===== src/sv/tce_pkg.sv =====
// types and constants for the timer capture extender
// no dependencies
`default_nettype none

package tce_pkg;

    localparam int CounterWidth = 16;
    localparam int TimeWidth    = 64;
    localparam int UpperWidth   = TimeWidth - CounterWidth;
    localparam int CountWidth   = 16;

    typedef enum logic
    {
        MODE_QUERY   = 1'b0,
        MODE_SERVICE = 1'b1
    } mode_t;

    typedef struct packed
    {
        logic        mode;
        logic        overflow_flag;
        logic        capture_flag;
        logic [15:0] capture_value;
        logic [15:0] counter_now;
    } evt_t;

    typedef struct packed
    {
        logic [TimeWidth-1:0]  time_now;
        logic [TimeWidth-1:0]  capture_time;
        logic [CountWidth-1:0] capture_count;
    } res_t;

endpackage

`default_nettype wire


===== src/sv/timer_capture_extender.sv =====
// timer capture extender top level: 16-bit timer events to 64-bit times
// depends on tce_pkg
//
// usage:
//   evt channel (evt_valid, evt_stall, evt) carries one timer event per
//   transaction: a query (mode 0) or a service event (mode 1) with the
//   overflow flag, capture flag, captured value and current counter value.
//   res channel (res_valid, res_stall, res) returns one transaction per
//   event: extended current time, last capture time and capture count.
// timing: the result is registered, valid in the cycle after acceptance.
// throughput: 1 event per cycle if not stalled; the overflow count, capture
//   time and capture count update in the same cycle the event is taken,
//   and a single 48-bit incrementer sets the path into the result register.
// stall: while a result is held by res_stall, evt_stall is high; once the
//   result is taken a new event is accepted in that same cycle.
// reset: overflow count, capture time and capture count clear to zero and
//   no result is pending.
`default_nettype none

module timer_capture_extender
(
    input  wire logic          clk,
    input  wire logic          rst_n,
    input  wire logic          evt_valid,
    output      logic          evt_stall,
    input  wire tce_pkg::evt_t evt,
    output      logic          res_valid,
    input  wire logic          res_stall,
    output      tce_pkg::res_t res
);
    import tce_pkg::*;

    logic [UpperWidth-1:0]   upper_reg;
    logic [UpperWidth-1:0]   upper_next;
    logic [TimeWidth-1:0]    capture_reg;
    logic [TimeWidth-1:0]    capture_next;
    logic [CountWidth-1:0]   count_reg;
    logic [CountWidth-1:0]   count_next;
    logic                    res_valid_reg;
    logic                    res_valid_next;
    res_t                    res_reg;
    res_t                    res_next;
    logic                    accept;
    logic [UpperWidth-1:0]   upper_inc;
    logic [CounterWidth-1:0] cval;
    logic [CounterWidth-1:0] cnow;
    logic                    after_wrap;

    assign evt_stall = res_valid_reg && res_stall;
    assign accept    = evt_valid && !evt_stall;
    assign cval      = evt.capture_value[CounterWidth-1:0];
    assign cnow      = evt.counter_now[CounterWidth-1:0];
    assign upper_inc = upper_reg + UpperWidth'(1);
    assign after_wrap = evt.overflow_flag && !cval[CounterWidth-1];

    always_comb
    begin
        upper_next   = upper_reg;
        capture_next = capture_reg;
        count_next   = count_reg;
        if (accept && mode_t'(evt.mode) == MODE_SERVICE)
        begin
            if (evt.overflow_flag)
            begin
                upper_next = upper_inc;
            end
            if (!evt.overflow_flag || evt.capture_flag)
            begin
                capture_next = {(after_wrap ? upper_inc : upper_reg), cval};
                count_next   = count_reg + CountWidth'(1);
            end
        end
    end

    always_comb
    begin
        res_valid_next = res_valid_reg && res_stall;
        res_next       = res_reg;
        if (accept)
        begin
            res_valid_next         = 1'b1;
            res_next.time_now      = {upper_next, cnow};
            res_next.capture_time  = capture_next;
            res_next.capture_count = count_next;
        end
    end

    always_ff @(posedge clk or negedge rst_n)
    begin
        if (!rst_n)
        begin
            upper_reg     <= '0;
            capture_reg   <= '0;
            count_reg     <= '0;
            res_valid_reg <= 1'b0;
        end
        else
        begin
            upper_reg     <= upper_next;
            capture_reg   <= capture_next;
            count_reg     <= count_next;
            res_valid_reg <= res_valid_next;
        end
    end

    always_ff @(posedge clk)
    begin
        res_reg <= res_next;
    end

    assign res_valid = res_valid_reg;
    assign res       = res_reg;

endmodule

`default_nettype wire


===== config.mk =====
export PLATFORM = sky130hd
export DESIGN_NAME = timer_capture_extender
export DESIGN_NICKNAME = d
export VERILOG_FILES = /design/src/sv/tce_pkg.sv /design/src/sv/timer_capture_extender.sv
export SDC_FILE = /design/constraint.sdc
export NUM_CORES = 1
export LEC_CHECK = 0
export BUFFER_PORTS_ARGS = -buffer_cell sky130_fd_sc_hd__buf_2
export CAP_MARGIN = 40
export CORE_ASPECT_RATIO = 0.9
export CORE_UTILIZATION = 40
export CTS_CLUSTER_DIAMETER = 60
export DETAILED_ROUTE_END_ITERATION = 7
export PLACE_DENSITY_LB_ADDON = 0.12
export SYNTH_ARGS = -nofsm -noshare
export SYNTH_HDL_FRONTEND = slang
export SYNTH_SLANG_ARGS = --single-unit

===== constraint.sdc =====
create_clock -name clk -period 18.9 [get_ports clk]
set_clock_uncertainty 0.1 [all_clocks]
set_input_delay 0.945 -clock clk [delete_from_list [all_inputs] [get_ports clk]]
set_output_delay 0.945 -clock clk [all_outputs]
set_load 0.01 [all_outputs]

After elaboration in Yosys (flattened, before gate mapping)
Index checks and enable logic that the tools add are counted.
- add/subtract/negate cells: 2
- multiplexer cells: 8
- reductions and logical operators: 8
- operators by type and width (cell ; count):
    $mux W48 ; 3
    $mux W64 ; 2
    $add A48 B1 Y48 const B ; 1
    $mux W16 ; 2
    $add A16 B1 Y16 const B ; 1
    $logic_and A1 B1 Y1 ; 4
    $logic_not A1 Y1 ; 3
    $logic_or A1 B1 Y1 ; 1
    $mux W1 ; 1
- register bits after elaboration: 273
- output and inout bits: 146

Longest topological paths before layout
Gate-level depths: netlist (run 1).
- word-level depth: 5
- mapped depth: 8
- depth with buffers taken out: 6

Worst setup path after synthesis (run 1)
Ideal clock, no wire load.
- path kind: input port to flip-flop
- start: input port evt_valid
- end: register res_reg, in the netlist res[141], data pin
- library setup time: 0.270 ns
- arrival time: 10.849 ns
- required time: 18.530 ns
- setup slack: 7.680 ns
- cell stages on the path: 5
- buffers on the path: 0
- cell sequence: a21boi_1 nand3_1 or4_2 nor3_1 xor2_1
- cells in the longest elaborated chain, start to end: 3
- ends and longest elaborated chain (what ; RTL line ; RTL):
    start, declared ; timer_capture_extender.sv:24 ; input wire logic evt_valid,
    $logic_and A1 B1 Y1 ; timer_capture_extender.sv:50 ; assign accept = evt_valid && !evt_stall;
    $logic_and A1 B1 Y1 ; timer_capture_extender.sv:61 ; if (accept && mode_t'(evt.mode) == MODE_SERVICE)
    $mux W48 ; timer_capture_extender.sv:61 ;
    named net upper_next[45] ; timer_capture_extender.sv:34 ; logic [UpperWidth-1:0] upper_next;
    end signal, assigned ; timer_capture_extender.sv:108 ; res_reg <= res_next;
    end, declared ; timer_capture_extender.sv:41 ; res_t res_reg;
The timed path passes the listed nets, and every way through them passes these cells.
A chain may end at the register's enable or synchronous reset.

Worst setup path after layout (run 1)
- start: input port res_stall
- end: register res_reg, in the netlist res[131], data pin
- cells in the longest elaborated chain, start to end: 5
- ends and longest elaborated chain (what ; RTL line ; RTL):
    start, declared ; timer_capture_extender.sv:28 ; input wire logic res_stall,
    $logic_and A1 B1 Y1 ; timer_capture_extender.sv:49 ; assign evt_stall = res_valid_reg && res_stall;
    $logic_not A1 Y1 ; timer_capture_extender.sv:50 ;
    $logic_and A1 B1 Y1 ; timer_capture_extender.sv:50 ;
    named net accept ; timer_capture_extender.sv:43 ; logic accept;
    $logic_and A1 B1 Y1 ; timer_capture_extender.sv:61 ;
    $mux W48 ; timer_capture_extender.sv:61 ;
    named net upper_next[35] ; timer_capture_extender.sv:34 ;
The timed path passes the listed nets, and every way through them passes these cells.

==> results of run 1 <==
-- logic make-up (layout without fill, tap and decap cells) --
kind of cell | count (synthesis) | after routing | synth area share
AO/OA/AOI/OAI | 50 | 50 | 0.02419
XOR/XNOR | 108 | 108 | 0.08965
adder cells (fa/ha/maj) | 2 | 2 | 0.002371
buffers and inverters | 52 | 253 | 0.01980
flip-flops | 273 | 273 | 0.7158
AND/OR/NAND/NOR | 314 | 314 | 0.1482
-- through the flow --
step,hold WS (ns),util,setup slack [ns]
2_1_floorplan,0.3366,-,7.680
3_3_place_gp,0.3490,0.4534,14.92
3_5_place_dp,0.3555,0.4566,14.91
4_1_cts,0.1054,0.4980,15.47
5_1_grt,0.1101,0.4980,15.23
6_report,0.1275,0.4980,15.49
-- cells in the final DEF (no fill, tap or decap), types with 2 or more instances in the layout --
cell,instances
dfrtp_1,129
or3_1,5
nor4_1,24
buf_2,183
clkinv_2,3
clkinvlp_4,3
nand2_1,139
ha_1,2
or4_2,3
nand2b_1,4
bufinv_16,4
edfxtp_1,144
and4_1,8
xnor2_1,71
buf_16,3
and3_1,9
clkbuf_16,31
a31oi_1,2
xor2_1,37
and2_1,3
clkbuf_1,6
o21ai_0,47
or2_2,2
nand3_1,23
clkbuf_8,7
nor3_1,24
inv_1,5
nor2b_1,2
nor2_1,28
or4_1,5
buf_4,4
nand4_1,28
-- layer usage --
layer | up-vias | wire length, µm | part of all wire | GRT usage
met5 | - | 8 | 0.00035 | 0
met4 | 2 | 417 | 0.018 | 0.03919
met3 | 39 | 1104 | 0.048 | 0.03070
met2 | 172 | 9827 | 0.42 | 0.2548
met1 | 3108 | 11780 | 0.51 | 0.2639
li1 | 3181 | - | - | -
-- power by group --
part           total (mW)  switching, mW  leakage [nW]  internal, mW
sequential          0.701         0.0232          3.17         0.677
combinational      0.0971         0.0617          1.69        0.0354
clock               0.620          0.236         0.520         0.384
-- cell type report --
class / instances / area (µm²) / area share
clock buffer: 44 / 894.6 / 0.06911
multi-input combinational: 474 / 2814 / 0.2174
inverter: 5 / 18.77 / 0.001450
timing repair buffer: 191 / 1049 / 0.08100
tap: 348 / 435.4 / 0.03364
clock inverter: 13 / 181.4 / 0.01402
sequential: 273 / 7552 / 0.5834
-- worst paths after layout --
check	startpoint	endpoint	cells after the start
setup / recovery	res_stall	res[131]$_DFFE_PP_	7
hold / removal	rst_n	count_reg[11]$_DFF_PN0_	1
setup reg to reg	res_valid$_DFF_PN0_	res[131]$_DFFE_PP_	6
hold reg to reg	capture_reg[14]$_DFF_PN0_	capture_reg[14]$_DFF_PN0_	2
max in group asynchronous	rst_n	count_reg[4]$_DFF_PN0_	4
min in group clk	capture_reg[14]$_DFF_PN0_	capture_reg[14]$_DFF_PN0_	2
==> flow_metrics.env, run 1 <==
export IMPL_ctsResizeCount=0
export IMPL_cts_tree="done"
export IMPL_slew_headroom=0.4137
export IMPL_largest_reg_flops=144
export IMPL_diodes=0
export IMPL_fmax_mhz=293.2
export IMPL_fin_crit_ns=3.411
export IMPL_cts_root_buf="clkbuf_16"
export IMPL_grt_pass1_wl_um=36410
export IMPL_p_leak_nw=5.384
export IMPL_finalHoldViolations=0
export IMPL_outcome="finished, final reports clean"
export IMPL_endpoint_kind="flip-flop"
export IMPL_maxCapViolCount=0
export IMPL_criticalPathCategory="in2reg"
export IMPL_grt_max_degree=150
export IMPL_layout_cells_non_filler=1348
export IMPL_rrSetupSlack_ns=15.56
export IMPL_track_usage=0.1727
export IMPL_rows=56
export IMPL_initial_core_util=0.4059
export IMPL_drive_gt1_frac=0.2530
export IMPL_worst_slew_pin_transition_ns=0.8794
export IMPL_synth_nets=840
export IMPL_drv_slew=0
export IMPL_synth_area_leaders="edfxtp_1, dfrtp_1, xnor2_1, nand2_1, xor2_1"
export IMPL_clk_path_buf_depth=3
export IMPL_critPathSlowestCell="nor4_4"
export IMPL_ant_nets=0
export IMPL_htree_levels=1
export IMPL_dp_hpwl_um=14850
export IMPL_n_fill_cell=2337
export IMPL_ys_types=34
export IMPL_vias=6502
export IMPL_cp_top_family="simple AND/OR/NAND/NOR gates"
export IMPL_min_period_over_period=0.1805
export IMPL_async_flop_share=0.4725
export IMPL_ys_seq_elements=273
export IMPL_synthTopCellsByCount="edfxtp_1, nand2_1, dfrtp_1, xnor2_1, o21ai_0"
export IMPL_firstDrtPassIters=4
export IMPL_critPathArrivalTime_ns=3.59
export IMPL_crit_fanout=149
export IMPL_grt_pass1_vias=6336
export IMPL_power_density_nw_per_um2=109.5
export IMPL_tns_ns=0
export IMPL_power_mw=1.417
export IMPL_synth_most_common_cell="edfxtp_1"
export IMPL_drcViolationCount=0
export IMPL_required_ns=19.07
export IMPL_ys_seq_area_frac=0.7158
export IMPL_die_w_um=173.2
export IMPL_syn_inst=799
export IMPL_io_buffer_count=184
export IMPL_wire_per_inst_um=17.17
export IMPL_cpPeakStageDelay_ns=0.81
export IMPL_dp_cells=1291
export IMPL_wl_um=23140
export IMPL_gp_congestion=0.7645
export IMPL_syn_area_um2=10550
export IMPL_io_pins=185
export IMPL_synth_top_area_frac=0.4098
export IMPL_synth_main_ff_cell="edfxtp_1"
export IMPL_synth_area_per_cell_um2=13.21
export IMPL_viasPerCell=4.823
export IMPL_grt_overflow_total=0
export IMPL_peakVddDrop_v=0.00008285
export IMPL_setup_viol=0
export IMPL_fin_nets=1017
export IMPL_fp_dieH_um=156.1
export IMPL_finalInstanceArea_um2=12940
export IMPL_drtIter0Drc=436
export IMPL_netlist_top_cell_by_area="edfxtp_1"
export IMPL_synth_edff_count=144
export IMPL_yosysWarnings=0
export IMPL_core_area_um2=25990
export IMPL_post_dp_cell_area_um2=11870
export IMPL_die_area_um2=27030
export IMPL_path_cells="buf_2 > a21boi_4 > buf_12 > nand3_1 > nor4_4 > nand4_1 > xnor2_1"
export IMPL_area_delta_synth_final_pct=22.68
export IMPL_clock_latency_ns=0.55
export IMPL_clkTransAtPathRegs_ns=0.06
export IMPL_clock_sinks=273
export IMPL_postCtsHoldBufs=0
export IMPL_antenna_found_initial=1
export IMPL_setup_worst_path_start_class="input pin"
export IMPL_crit_buf_inv=2
export IMPL_min_path_type="in2async"
export IMPL_post_cts_buffers=0
export IMPL_cts_buffers=31
export IMPL_rsz0062_at_grt="no"
Note: power is estimated with default switching activity, not from simulation.
==> run 2, diff against run 1 <==
==> constraint.sdc (replaced) <==
create_clock -name clk -period 3.12 [get_ports clk]
set_clock_uncertainty 0.1 [all_clocks]
set_input_delay 0.156 -clock clk [delete_from_list [all_inputs] [get_ports clk]]
set_output_delay 0.156 -clock clk [all_outputs]
set_load 0.01 [all_outputs]
==> run 2 against run 1 <==
  * First-iteration DRC count shrank 2.1%
  * Routed wire length is 2.4% higher
  * Non-clock buffer count is 45 higher
  * Final cell count up 3.0%
  * Count of clock-buffer cells in the layout is 5 lower
  * Clock power increased to 6.1 times the previous value
  * Power grew to 6.1 times the previous value
  * Setup slack got worse by 15 ns
==> flow_metrics.env, run 2 (synthesized netlist as in run 1, its figures left out) <==
export IMPL_drive_gt1_frac=0.2767
export IMPL_diodes=0
export IMPL_htree_levels=1
export IMPL_multi_input_area_um2=2960
export IMPL_final_common_cell="buf_2"
export IMPL_drcViolationCount=0
export IMPL_wire_per_inst_um=17.07
export IMPL_crit_path_end="res[133]$_DFFE_PP_"
export IMPL_cp_depth=7
export IMPL_maxCapViolCount=0
export IMPL_worst_slew_pin_transition_ns=0.7907
export IMPL_slew_headroom=0.4729
export IMPL_endpoint_kind="flip-flop"
export IMPL_grt_pass1_wl_um=37660
export IMPL_cp_top_family="simple AND/OR/NAND/NOR gates"
export IMPL_die_area_um2=27030
export IMPL_crit_start="upper_reg[8]$_DFF_PN0_"
export IMPL_critPathSlowestCell="or4_1"
export IMPL_ant_nets=0
export IMPL_criticalPathCategory="reg2reg"
export IMPL_fin_crit_ns=2.830
export IMPL_gp_congestion=0.7546
export IMPL_io_buffer_count=184
export IMPL_clkTransAtPathRegs_ns=0.06
export IMPL_holdCritStartpoint="evt[34]"
export IMPL_rsz0062_at_grt="no"
export IMPL_min_period_over_period=0.9072
export IMPL_die_w_um=173.2
export IMPL_power_mw=8.674
export IMPL_grt_pass1_vias=6553
export IMPL_seqCellArea_um2=7552
export IMPL_core_area_um2=25990
export IMPL_peakVddDrop_v=0.0004229
export IMPL_setup_viol=0
export IMPL_postCtsHoldBufs=35
export IMPL_crit_buf_inv=2
export IMPL_clock_sinks=273
export IMPL_cts_tree="done"
export IMPL_io_pins=185
export IMPL_fmax_mhz=353.3
export IMPL_wl_um=23710
export IMPL_largest_reg_flops=144
export IMPL_viasPerCell=4.792
export IMPL_setup_worst_path_start_class="flip-flop"
export IMPL_drtIter0Drc=427
export IMPL_cts_root_buf="clkbuf_16"
export IMPL_finish_utilization=0.5190
export IMPL_r2r_end="res[133]$_DFFE_PP_"
export IMPL_required_ns=3.29
export IMPL_path_cells="nand3_1 > or4_1 > buf_4 > nor4_1 > buf_4 > nand2_1 > xnor2_1"
export IMPL_crit_fanout=12
export IMPL_cts_buffers=29
export IMPL_reg2regPathDepth=7
export IMPL_antenna_found_initial=1
export IMPL_timing_rr_start="upper_reg[8]$_DFF_PN0_"
export IMPL_initial_core_util=0.4059
export IMPL_fin_nets=1060
export IMPL_min_path_type="in2reg"
export IMPL_drv_slew=0
export IMPL_p_leak_nw=5.581
export IMPL_post_cts_buffers=0
export IMPL_rrSetupSlack_ns=0.29
export IMPL_fp_dieH_um=156.1
export IMPL_vias=6656
export IMPL_critPathArrivalTime_ns=3.00
export IMPL_grt_max_degree=145
export IMPL_grt_overflow_total=0
export IMPL_clock_latency_ns=0.54
export IMPL_finalHoldViolations=0
export IMPL_dp_hpwl_um=15280
export IMPL_ctsResizeCount=0
export IMPL_path_common_cell="buf_4"
export IMPL_track_usage=0.1777
export IMPL_firstDrtPassIters=4
export IMPL_tns_ns=0
export IMPL_cpPeakStageDelay_ns=0.82
export IMPL_outcome="finished, final reports clean"
export IMPL_n_fill_cell=2279
export IMPL_area_delta_synth_final_pct=27.87
export IMPL_rows=56
export IMPL_layout_common_cells="buf_2, edfxtp_1, nand2_1"
export IMPL_power_density_nw_per_um2=642.9
export IMPL_clk_path_buf_depth=3
-- run 2: final cells by class --
type,count,area share
Clock buffer,39,0.06334
Clock inverter,14,0.01716
Inverter,5,0.001391
Multi-Input combinational cell,474,0.2194
Sequential cell,273,0.5598
Tap cell,348,0.03227
Timing Repair Buffer,236,0.1066
-- run 2: worst min-delay path, stage by stage --
cell and delay [ns]:
buf_2 0.14, and3_1 0.23, nand2_1 0.08, nand2_1 0.06
-- run 2: metrics by stage --
stage / setup WS, ns / cells / hold WS, ns / instance area (µm²)
after CTS: 0.2943 / 1389 / 0.05566 / 13490
final: 0.2896 / 1389 / 0.08687 / 13490
after detailed placement: 0.3059 / 1301 / 0.1639 / 12060
after global routing: 0.07299 / 1389 / 0.1304 / 13490
after global placement: 0.3552 / 1301 / 0.1732 / 12060
after floorplan: -1.838 / 799 / -0.2396 / 10840
-- run 2: per-layer routing --
layer | up-vias | wire length [µm] | global-route usage
met4 | 0 | 486 | 0.04340
met2 | 170 | 10210 | 0.2594
met1 | 3192 | 11970 | 0.2737
met3 | 38 | 1043 | 0.03070
li1 | 3256 | - | -
met5 | - | 0 | 0
-- run 2: how the worst min path moves through the flow --
stage,endpoint,slack [ns],cells after the start
after detailed placement,count_reg[11]$_DFF_PN0_,0.16,1
after global placement,count_reg[9]$_DFF_PN0_,0.17,1
after floorplan,capture_reg[0]$_DFF_PN0_,-0.24,0
after global routing,upper_reg[1]$_DFF_PN0_,0.13,4
final,upper_reg[1]$_DFF_PN0_,0.09,4
after CTS,upper_reg[1]$_DFF_PN0_,0.06,4
-- run 2: power breakdown --
group,switching (mW),leakage (nW),internal [mW]
registers,0.144,3.17,4.10
logic,0.372,1.87,0.244
clock network,1.40,0.533,2.41
